`config.mk`:
```
export PLATFORM = sky130hd
export DESIGN_NAME = plmao_queue
export DESIGN_NICKNAME = d
export VERILOG_FILES = /design/src/hdl/plmao_pkg.sv /design/src/hdl/plmao_queue.sv
export SDC_FILE = /design/constraint.sdc
export NUM_CORES = 1
export LEC_CHECK = 0
export BUFFER_PORTS_ARGS = -buffer_cell sky130_fd_sc_hd__buf_2
export CAP_MARGIN = 20
export CORE_ASPECT_RATIO = 1.4
export CORE_MARGIN = 4
export CORE_UTILIZATION = 46
export DETAILED_ROUTE_END_ITERATION = 10
export PLACE_DENSITY = 0.72
export SKIP_CTS_REPAIR_TIMING = 1
export SLEW_MARGIN = 20
export SYNTH_ARGS = -nofsm -noshare
export SYNTH_HDL_FRONTEND = slang
export SYNTH_SLANG_ARGS = --single-unit
export TNS_END_PERCENT = 1
```
`constraint.sdc`:
```
create_clock -name clk -period 7.1 [get_ports clk]
set_input_delay 1.42 -clock clk [delete_from_list [all_inputs] [get_ports clk]]
set_output_delay 1.42 -clock clk [all_outputs]
set_load 0.005 [all_outputs]
```
`src/hdl/plmao_pkg.sv`:
```
// Package for the pixel tone-curve and overlay unit.
// Holds the channel payload structs, the item codes and shared constants.
package plmao_pkg;

  localparam logic FUNC_LOAD  = 1'b0;
  localparam logic FUNC_PIXEL = 1'b1;

  localparam logic [2:0] REG_MAP_BLUE  = 3'd0;
  localparam logic [2:0] REG_MAP_GREEN = 3'd1;
  localparam logic [2:0] REG_MAP_RED   = 3'd2;
  localparam logic [2:0] REG_MAP_ALPHA = 3'd3;
  localparam logic [2:0] REG_OVERLAY   = 3'd4;

  localparam logic [7:0] FULL_SCALE = 8'd255;

  // quotient bits, one restoring step per stage
  localparam int QBITS = 8;

  typedef struct packed {
    logic       func;
    logic [7:0] table_index;
    logic [7:0] table_value;
    logic [7:0] pix_blue;
    logic [7:0] pix_green;
    logic [7:0] pix_red;
    logic [7:0] pix_alpha;
    logic [7:0] ovl_blue;
    logic [7:0] ovl_green;
    logic [7:0] ovl_red;
    logic [7:0] ovl_alpha;
  } in_item_t;

  typedef struct packed {
    logic [7:0] out_blue;
    logic [7:0] out_green;
    logic [7:0] out_red;
    logic [7:0] out_alpha;
  } out_item_t;

  // classified pixel passed from front to back
  typedef struct packed {
    logic       overlay;
    logic [7:0] mb;
    logic [7:0] mg;
    logic [7:0] mr;
    logic [7:0] ma;
    logic [7:0] ob;
    logic [7:0] og;
    logic [7:0] orr;
    logic [7:0] oa;
  } job_t;

  typedef struct packed {
    logic map_blue;
    logic map_green;
    logic map_red;
    logic map_alpha;
    logic overlay;
  } cfg_t;

endpackage

```
`src/hdl/plmao_queue.sv`:
```
// Short queue between front and back ends, two entries.
// Uses plmao_pkg for the job type.
module plmao_queue (
  input  logic            clk,
  input  logic            rst,
  input  logic            in_valid,
  output logic            in_stall,
  input  plmao_pkg::job_t in_job,
  output logic            out_valid,
  input  logic            out_stall,
  output plmao_pkg::job_t out_job
);

  plmao_pkg::job_t mem [2];
  logic       wptr, rptr;
  logic [1:0] count;
  logic       push, pop;

  assign in_stall  = count == 2'd2;
  assign out_valid = count != 2'd0;
  assign push      = in_valid && !in_stall;
  assign pop       = out_valid && !out_stall;
  assign out_job   = mem[rptr];

  always_ff @(posedge clk) begin
    if (push) begin
      mem[wptr] <= in_job;
    end
  end

  always_ff @(posedge clk) begin
    if (rst) begin
      wptr  <= 1'b0;
      rptr  <= 1'b0;
      count <= 2'd0;
    end else begin
      if (push) wptr <= ~wptr;
      if (pop) rptr <= ~rptr;
      count <= count + {1'b0, push} - {1'b0, pop};
    end
  end

endmodule

```
==> metrics.yaml <==
job:
  drv_cap: 0
grt:
  grt_max_degree: 66
  antenna_found_initial: 1
  grt_overflow: 0
  track_usage_pct: 14.79
  grt_pass1_wl_microns: 13230
  grt_pass1_vias: 2735
synth:
  yosysTopAreaCell: "edfxtp_1"
  syn_area_sq_um: 4940
  synth_common_cells: "edfxtp_1, mux2_2, buf_6, dfxtp_1, inv_1"
  ys_seq_area_share_pct: 81.05
  synthCells: 230
  synthDistinctLibCells: 19
  syn_nets: 301
  ys_warn_count: 0
  async_flop_share_pct: 0
  ys_top_cells_by_area: "edfxtp_1, mux2_2, dfxtp_1"
  synth_edf_count: 130
  synth.avg_cell_area_sq_um: 21.48
  synthDominantCellAreaShare_pct: 79.03
  synth_flop_cell: "edfxtp_1"
  synth_most_common_cell: "edfxtp_1"
  synth-seq-cells: 135
setup_path:
  slowest_stage: "dfxtp_2"
  slowest_delay_ns: 0.81
  critPathTopFamily: "flip-flops"
  r2r_start: "count[0]"
  crit_fanout: 33
  critical_path_depth: 3
  required_ns: 5.68
  crit_type: "flop to output port"
  crit_arrival_ns: 2.29
  crit_path_start_kind: "flop"
  r2r.worst_path.cells: 3
  timing.reg2reg.setup_slack_ns: 4.95
  r2r_end: "mem[1][18]"
  cp-end-kind: "output port"
  cp_num_buf_inv: 2
  crit_chain: "buf_4 > mux2_2 > buf_2"
power_and_ir_drop:
  p_per_area_nw_per_um2: 370.5
  leakagePower_nw: 2.427
  vdd_drop_max_v: 0.0002382
clock_tree:
  cts_tree: "built"
  htreeDepth: 4
  cts_root_buf: "clkbuf_16"
  cts-buffers-inserted: 17
  clk_pin_slew_ns: 0.05
  cts_buffer_depth: 2
  clock-sinks: 135
  worstSkewPairLatency_ns: 0.40
layout:
  multi_input_area_sq_um: 849.6
  n_antenna_cell: 0
  fin_util_pct: 60.97
  fin_area_sq_um: 6377
  seqCellArea_sq_um: 4005
  nets: 451
  nFillCells: 798
  drive_gt1_share_pct: 60.20
  stdcell_count: 530
  area_delta_synth_final_pct: 29.10
timing:
  setup_violations: 0
  drv_slew: 0
  period_minus_slack_ns: 3.715
  rsz0062_at_grt: "false"
  skew_ns: 0.003914
  fin_hold_ws_ns: 0.4928
  hold_viol: 0
  worst_pin_slew_ns: 0.8532
  max_freq_mhz: 269.2
  period_share_pct: 52.32
  setup-tns-final_ns: 0
  slew_headroom_pct: 43.12
min_path:
  min-delay-start: "wptr"
  worst_hold_path.endpoint: "wptr"
  min_delay_path_depth: 2
  hp-class: "flop to flop"
place:
  dp.cells: 499
  placed_area_sq_um: 5744
  io_buffers: 135
  gp_congestion: 0.7116
  dp_hpwl_microns: 5931
routing:
  drc: 0
  dr.pass1.iters: 4
  routed_via_density: 4.791
  wl_microns: 8882
  drt_iter0_drc: 107
  post_drt_wl_per_cell_microns: 16.76
  ant_nets: 0
  num_vias: 2539
floorplanning:
  coreArea_sq_um: 10460
  rows: 44
  io_pins: 136
  initial_core_util_pct: 47.22
  die_w_microns: 95.58
  die_area_sq_um: 12480
  fp.dieH_microns: 130.6
status:
  status: "finished clean"
-- tightest hold or removal path, delay by kind of cell (launching register included) --
family | cells | cell delay, ns
DFF | 1 | 0.31
AOI/OAI and AO/OA | 2 | 0.14
-- through the flow --
stage / total power [W] / setup slack [ns]
CTS: 0.002398 / 3.319
floorplan: 0.001299 / 3.597
detailed placement: 0.001471 / 3.764
global route: 0.002476 / 3.250
finish: 0.002363 / 3.385
global placement: 0.001459 / 3.764
-- cells in the final DEF, fill, tap and decap left out --
master,instances
buf_2,135
xnor2_1,1
nor2b_1,1
clkinv_2,1
bufinv_16,5
dfxtp_1,4
mux2_2,65
nor2_1,3
nand2b_2,1
nand2_1,1
and3_2,1
clkinv_4,3
clkinv_1,3
a21oi_1,3
xor2_1,1
or3_1,2
clkinvlp_4,2
dfxtp_2,1
inv_2,2
buf_4,3
inv_1,3
edfxtp_1,130
clkbuf_16,17
ha_1,2
o21ai_0,2
-- layer usage --
metal	up-vias	track usage (%)	share of wire, %
met3	13	6.014	7.2
met4	2	7.119	1.7
met2	86	27.27	57
li1	1205	-	-
met5	-	0	0.15
met1	1233	13.84	34
-- final cells by class --
type,count,share of cell area [%]
Sequential cell,135,62.80
Multi-Input combinational cell,83,13.32
Timing Repair Buffer,138,10.95
Clock buffer,17,6.671
Clock inverter,14,3.257
Tap cell,138,2.707
Inverter,5,0.2943
-- worst max path at each step --
stage                     startpoint  slack, ns          end
after floorplan             in_valid       3.60    mem[0][0]
after global placement          flop       3.76  out_job[64]
after detailed placement        flop       3.76  out_job[64]
after CTS                       flop       3.32  out_job[64]
after global routing            flop       3.25  out_job[21]
final                           flop       3.39  out_job[21]
-- flip-flops by register name, summed over array words and instances (netlist names), named ones only --
signal	flops
count	2
mem	130
rptr	1
wptr	1
-- power breakdown --
| part | switching [W] | leakage, nW | internal, W |
|---|---|---|---|
| combinational | 0.000184 | 0.869 | 0.000214 |
| clock | 0.000302 | 0.301 | 0.000617 |
| sequential | 0.0000451 | 1.26 | 0.00100 |
-- logic make-up after synthesis --
| group | share of synthesized area [%] |
|---|---|
| flops | 81.05 |
| mux | 14.82 |
| buf+inv | 1.773 |
| simple gates | 0.9879 |
| compound gates | 0.5065 |
| xor+xnor | 0.3547 |
| fa+ha+maj | 0.5065 |
(Power assumes the default switching activity.)
