$ cat config.mk
export PLATFORM = sky130hd
export DESIGN_NAME = plmao_back
export DESIGN_NICKNAME = d
export VERILOG_FILES = /design/src/hdl/plmao_pkg.sv /design/src/hdl/plmao_back.sv
export SDC_FILE = /design/constraint.sdc
export NUM_CORES = 2
export LEC_CHECK = 0
export ABC_AREA = 1
export BUFFER_PORTS_ARGS = -buffer_cell sky130_fd_sc_hd__buf_4
export CORE_MARGIN = 5
export CORE_UTILIZATION = 59
export DETAILED_ROUTE_END_ITERATION = 8
export PLACE_DENSITY = 0.78
export SLEW_MARGIN = 25
export SYNTH_ARGS = -nofsm -noshare
export SYNTH_HDL_FRONTEND = slang
export SYNTH_SLANG_ARGS = --single-unit
$ cat constraint.sdc
create_clock -name clk -period 50.2 [get_ports clk]
set_input_delay 12.55 -clock clk [delete_from_list [all_inputs] [get_ports clk]]
set_output_delay 12.55 -clock clk [all_outputs]
set_load 0.02 [all_outputs]
$ cat src/hdl/plmao_pkg.sv
// Package for the pixel tone-curve and overlay unit.
// Holds the channel payload structs, the item codes and shared constants.
package plmao_pkg;

  localparam logic FUNC_LOAD  = 1'b0;
  localparam logic FUNC_PIXEL = 1'b1;

  localparam logic [2:0] REG_MAP_BLUE  = 3'd0;
  localparam logic [2:0] REG_MAP_GREEN = 3'd1;
  localparam logic [2:0] REG_MAP_RED   = 3'd2;
  localparam logic [2:0] REG_MAP_ALPHA = 3'd3;
  localparam logic [2:0] REG_OVERLAY   = 3'd4;

  localparam logic [7:0] FULL_SCALE = 8'd255;

  // quotient bits, one restoring step per stage
  localparam int QBITS = 8;

  typedef struct packed {
    logic       func;
    logic [7:0] table_index;
    logic [7:0] table_value;
    logic [7:0] pix_blue;
    logic [7:0] pix_green;
    logic [7:0] pix_red;
    logic [7:0] pix_alpha;
    logic [7:0] ovl_blue;
    logic [7:0] ovl_green;
    logic [7:0] ovl_red;
    logic [7:0] ovl_alpha;
  } in_item_t;

  typedef struct packed {
    logic [7:0] out_blue;
    logic [7:0] out_green;
    logic [7:0] out_red;
    logic [7:0] out_alpha;
  } out_item_t;

  // classified pixel passed from front to back
  typedef struct packed {
    logic       overlay;
    logic [7:0] mb;
    logic [7:0] mg;
    logic [7:0] mr;
    logic [7:0] ma;
    logic [7:0] ob;
    logic [7:0] og;
    logic [7:0] orr;
    logic [7:0] oa;
  } job_t;

  typedef struct packed {
    logic map_blue;
    logic map_green;
    logic map_red;
    logic map_alpha;
    logic overlay;
  } cfg_t;

endpackage

$ cat src/hdl/plmao_back.sv
// Back end: alpha-over compositing with a pipelined restoring divider.
// Uses plmao_pkg. One job per cycle while the output is not stalled.
module plmao_back (
  input  logic              clk,
  input  logic              rst,
  input  logic              job_valid,
  output logic              job_stall,
  input  plmao_pkg::job_t   job,
  output logic              valid,
  input  logic              stall,
  output plmao_pkg::out_item_t data
);

  localparam int NS = plmao_pkg::QBITS;
  localparam int DEPTH = NS + 3;

  logic adv;
  logic [DEPTH-1:0] vld;

  // stage A: products
  logic        a_ovl;
  logic [7:0]  a_mb, a_mg, a_mr;
  logic [15:0] a_t1, a_oa255;
  logic [15:0] a_pb, a_pg, a_pr;

  // stage B: t2 and scaled overlay products
  logic        b_ovl;
  logic [7:0]  b_mb, b_mg, b_mr;
  logic [15:0] b_t1;
  logic [16:0] b_t2;
  logic [23:0] b_pb, b_pg, b_pr;

  // stage C: numerators and alpha
  logic        c_ovl;
  logic [7:0]  c_mb, c_mg, c_mr;
  logic [16:0] c_t2;
  logic [24:0] c_nb, c_ng, c_nr;
  logic [7:0]  c_alpha_q;

  // divider stages
  logic        d_ovl   [NS+1];
  logic [7:0]  d_mb    [NS+1];
  logic [7:0]  d_mg    [NS+1];
  logic [7:0]  d_mr    [NS+1];
  logic [7:0]  d_al    [NS+1];
  logic [16:0] d_t2    [NS+1];
  logic [24:0] d_rem   [NS+1][3];
  logic [7:0]  d_q     [NS+1][3];

  assign adv       = !vld[DEPTH-1] || !stall;
  assign job_stall = !adv;
  assign valid     = vld[DEPTH-1];

  always_ff @(posedge clk) begin
    if (rst) begin
      vld <= '0;
    end else if (adv) begin
      vld <= {vld[DEPTH-2:0], job_valid};
    end
  end

  always_ff @(posedge clk) begin
    if (adv) begin
      a_ovl   <= job.overlay;
      a_mb    <= job.mb;
      a_mg    <= job.mg;
      a_mr    <= job.mr;
      a_t1    <= 16'(job.ma) * 16'(plmao_pkg::FULL_SCALE - job.oa);
      a_oa255 <= 16'(job.oa) * 16'(plmao_pkg::FULL_SCALE);
      a_pb    <= 16'(job.ob) * 16'(job.oa);
      a_pg    <= 16'(job.og) * 16'(job.oa);
      a_pr    <= 16'(job.orr) * 16'(job.oa);

      b_ovl <= a_ovl;
      b_mb  <= a_mb;
      b_mg  <= a_mg;
      b_mr  <= a_mr;
      b_t1  <= a_t1;
      b_t2  <= 17'(a_t1) + 17'(a_oa255);
      b_pb  <= 24'(a_pb) * 24'(plmao_pkg::FULL_SCALE);
      b_pg  <= 24'(a_pg) * 24'(plmao_pkg::FULL_SCALE);
      b_pr  <= 24'(a_pr) * 24'(plmao_pkg::FULL_SCALE);

      c_ovl <= b_ovl;
      c_mb  <= b_mb;
      c_mg  <= b_mg;
      c_mr  <= b_mr;
      c_t2  <= b_t2;
      c_nb  <= 25'(b_pb) + 25'(24'(b_t1) * 24'(b_mb));
      c_ng  <= 25'(b_pg) + 25'(24'(b_t1) * 24'(b_mg));
      c_nr  <= 25'(b_pr) + 25'(24'(b_t1) * 24'(b_mr));
      // t2 <= 65025, so t2/255 = ((t2 + 1) * 257) >> 16 exactly
      c_alpha_q <= 8'((25'(b_t2) * 25'd257 + 25'd257) >> 16);
    end
  end

  // entry of the divider chain
  always_comb begin
    d_ovl[0]    = c_ovl;
    d_mb[0]     = c_mb;
    d_mg[0]     = c_mg;
    d_mr[0]     = c_mr;
    d_al[0]     = c_alpha_q;
    d_t2[0]     = c_t2;
    d_rem[0][0] = c_nb;
    d_rem[0][1] = c_ng;
    d_rem[0][2] = c_nr;
    d_q[0][0]   = '0;
    d_q[0][1]   = '0;
    d_q[0][2]   = '0;
  end

  // restoring division, one quotient bit per stage, MSB first
  for (genvar s = 0; s < NS; s++) begin : g_div
    localparam int SH = NS - 1 - s;
    logic [24:0] rem_n [3];
    logic [7:0]  q_n   [3];
    always_comb begin
      for (int c = 0; c < 3; c++) begin
        if (d_rem[s][c] >= (25'(d_t2[s]) << SH)) begin
          rem_n[c] = d_rem[s][c] - (25'(d_t2[s]) << SH);
          q_n[c]   = d_q[s][c] | (8'd1 << SH);
        end else begin
          rem_n[c] = d_rem[s][c];
          q_n[c]   = d_q[s][c];
        end
      end
    end
    always_ff @(posedge clk) begin
      if (adv) begin
        d_ovl[s+1] <= d_ovl[s];
        d_mb[s+1]  <= d_mb[s];
        d_mg[s+1]  <= d_mg[s];
        d_mr[s+1]  <= d_mr[s];
        d_al[s+1]  <= d_al[s];
        d_t2[s+1]  <= d_t2[s];
        for (int c = 0; c < 3; c++) begin
          d_rem[s+1][c] <= rem_n[c];
          d_q[s+1][c]   <= q_n[c];
        end
      end
    end
  end

  always_comb begin
    if (!d_ovl[NS]) begin
      data.out_blue  = d_mb[NS];
      data.out_green = d_mg[NS];
      data.out_red   = d_mr[NS];
      data.out_alpha = d_al[NS];
    end else if (d_al[NS] == 8'd0) begin
      data.out_blue  = d_mb[NS];
      data.out_green = d_mg[NS];
      data.out_red   = d_mr[NS];
      data.out_alpha = 8'd0;
    end else begin
      data.out_blue  = d_q[NS][0];
      data.out_green = d_q[NS][1];
      data.out_red   = d_q[NS][2];
      data.out_alpha = d_al[NS];
    end
  end

endmodule

==> metrics.md <==
| Metric | Value |
|---|---|
| Post-synthesis adder-cell area fraction | 0.226 |
| CP Max Fanout | 59 |
| Number of H-tree levels | 4 |
| Seq/Total Area, Yosys | 0.362 |
| Crit Path Category | in2out |
| DR vias | a little under 90000 |
| Final setup viols | 0 |
| Input/output buffers | ~100 |
| Yosys warns | 0 |
| R2R Path Start | b_mr[0]$_DFFE_PN_ |
| Worst min path class | reg2reg |
| Sink Count | ~1400 |
| Fillers | approximately 17000 |
| Total GRT Usage | 0.296 |
| Design Area, Final | about 120000 um2 |
| Max-cap violations | 0 |
| # DRC | 0 |
| Hpwl dp | 242000 um |
| R2R Path End | c_nr[22]$_DFFE_PN_ |
| Number of distinct library cells after synthesis | 56 |
| Final net count | 16000 |
| First-pass iteration count of the detailed router | 8 |
| Clock Path Buffers | 3 |
| Syn Nets | 15900 |
| CP endpoint kind | primary output |
| # rows | approximately 160 |
| Core area | about 190000 um2 |
| Die Wd | roughly 450 um |
| Hold_sp | d_al[52]$_DFFE_PN_ |
| Clock slew at reported path FFs | 0.07 ns |
| Critical path data required time | 37.65 ns |
| Minimum clock period | roughly 26 ns |
| Vias in the first global route | about 88000 |
| Global placer's final weighted congestion | between 1 and 1.5 |
| Post-synthesis simple-gate area fraction | 0.242 |
| Area taken by flip-flops and latches | 41500 um2 |
| Fmax | 37.9 MHz |
| Antenna violations before repair | 3 |
| Final Util | 0.634 |
| Resized cells post-CTS | 0 |
| Synth Register Bits | between 1000 and 1500 |
| Critical path startpoint category | primary input |
| Final Max Tran Viols | 0 |
| Antenna-violating nets left | 0 |
| Synthesized area per cell | between 8 and 9 um2 |
| Post-synthesis compound-gate area fraction | 0.0372 |
| Tcrit/Tclk final | 0.526 |
| Commonest non-fill, non-tap cell in the layout | nand2_1 |
| Hold depth | 0 |
| CTS tree | done |
| DR vias/cell | approximately 5.2 |
| Slew @ Worst Pin | ~1.2 ns |
| IO Count | about 100 |
| Hold EP | d_al[44]$_DFFE_PN_ |
| Largest net degree at the start of global routing | around 210 |
| Dominant synthesized flop cell | edfxtp_1 |
| EDFF count, synth | ~1400 |
| Cells after DPL | ~17000 |
| Fraction of layout instances using a drive strength above 1 | 0.0359 |
| # hold bufs at CTS | 0 |
| Multi-input gate area | around 61000 um2 |
| Setup TNS | 0 ns |
| Post-synthesis xor/xnor area fraction | 0.0252 |
| Dpl cell area | 118000 um2 |
| Ys async rst share | 0 |
| Root Buffer | clkbuf_16 |
| Worst R2R Path Depth | 15 |
| Final Hold Vio Count | 0 |
| DIE AREA | 204000 um2 |
| First-pass GRT wire length | roughly 470000 um |
| Status | finished clean |
| Die height | 451 um |
| Avg WL per Cell | between 15 and 20 um |
| Area delta synth->final | 7.23% |
| FF-to-FF setup slack | roughly 45 ns |
| Mux share of post-synthesis cell area | 0 |
| CTS buffer count | 152 |
| RSZ-0062 raised after global routing | no |
| Initial Util | 0.591 |
| Largest family of logic cells by synthesized area | simple AND/OR/NAND/NOR gates |
| Final Non-Filler Cells | 17000 |
| Final wirelength | 300000 um |
| Max_slew headroom | 0.179 |
| DRT iter0 DRCs | around 6300 |
| Most frequent cells in the layout | nand2_1, inv_1, edfxtp_1 |
| Post-CTS Setup Inserts | 0 |
| Fin Clk Skew | about 0.046 ns |
| Synthesized cell area | approximately 110000 um2 |
| Grt total ovfl | 0 |
| Crit path DAT | 13.85 ns |
| Worst skew pair latency | roughly 0.82 ns |
| Syn Inst Count | around 14000 |
worst max-delay path: stages:
cell and delay, ns:
buf_4 0.12, nand2_4 0.53, inv_1 0.38, buf_4 0.27
metal layers:
layer | GRT usage | share of wire
met3 | 0.0301 | 0.045
met1 | 0.338 | 0.38
met4 | 0.193 | 0.081
met2 | 0.530 | 0.50
met5 | 0 | 0
state kept, by name (all words and copies together), names as in the netlist, 17 cells and up:
signal,count
d_mb,64
c_nb,25
b_t2,17
d_rem,525
c_t2,17
d_t2,119
d_al,64
d_mg,64
d_q,108
b_pb,24
c_ng,25
c_nr,25
b_pr,24
b_pg,24
d_mr,64
final cells by class:
cell class,instances,share of cell area
Inverter,3013,0.0918
Clock inverter,108,0.00955
Clock buffer,167,0.0315
Multi-Input combinational cell,9614,0.494
Timing Repair Buffer,149,0.00970
Tap cell,2542,0.0258
Sequential cell,1387,0.337
Antenna cell,2,0.0000406
through the flow:
stage / worst slack (ns) / hold slack (ns)
after floorplan: 19.18 / 0.400
after global placement: 23.78 / 0.400
after detailed placement: 23.75 / 0.405
after CTS: 23.75 / 0.371
after global routing: 23.66 / 0.382
final: 23.80 / 0.385
worst max-delay path by stage:
stage,startpoint,to,slack [ns],depth (start not counted)
after global routing,stall,job_stall,23.66,4
after floorplan,stall,a_mb[0]$_DFFE_PN_,19.18,2
after detailed placement,stall,job_stall,23.75,4
after global placement,stall,job_stall,23.78,4
after CTS,stall,job_stall,23.75,4
final,stall,job_stall,23.80,4
kinds of logic after synthesis:
family	count (synthesis)
XOR/XNOR	331
adder cells (fa/ha/maj)	1634
AO/OA/AOI/OAI	800
buffers and inverters	3230
AND/OR/NAND/NOR	6849
flip-flops	1387
synthesized netlist by cell type, drive strengths merged (3+ instances only):
cell | count | share of area
a211oi | 3 | 0.00020
a21boi | 6 | 0.00039
a21o | 14 | 0.00091
a21oi | 556 | 0.025
and2 | 30 | 0.0016
buf | 77 | 0.0057
clkbuf | 140 | 0.0047
dfxtp | 11 | 0.0019
edfxtp | 1376 | 0.36
fa | 729 | 0.13
ha | 905 | 0.099
inv | 3013 | 0.098
nand2 | 4982 | 0.16
nand3 | 643 | 0.028
nand3b | 51 | 0.0033
nand4 | 159 | 0.0091
nor2 | 857 | 0.029
nor3 | 89 | 0.0042
nor4 | 21 | 0.0011
nor4b | 3 | 0.00023
o21a | 11 | 0.00072
o21ai | 176 | 0.0077
o21bai | 25 | 0.0016
or2 | 12 | 0.00065
xnor2 | 87 | 0.0066
xor2 | 244 | 0.019
Power is not shown: default switching activity piles up to over one toggle a cycle in this logic, so the estimate is an artifact.
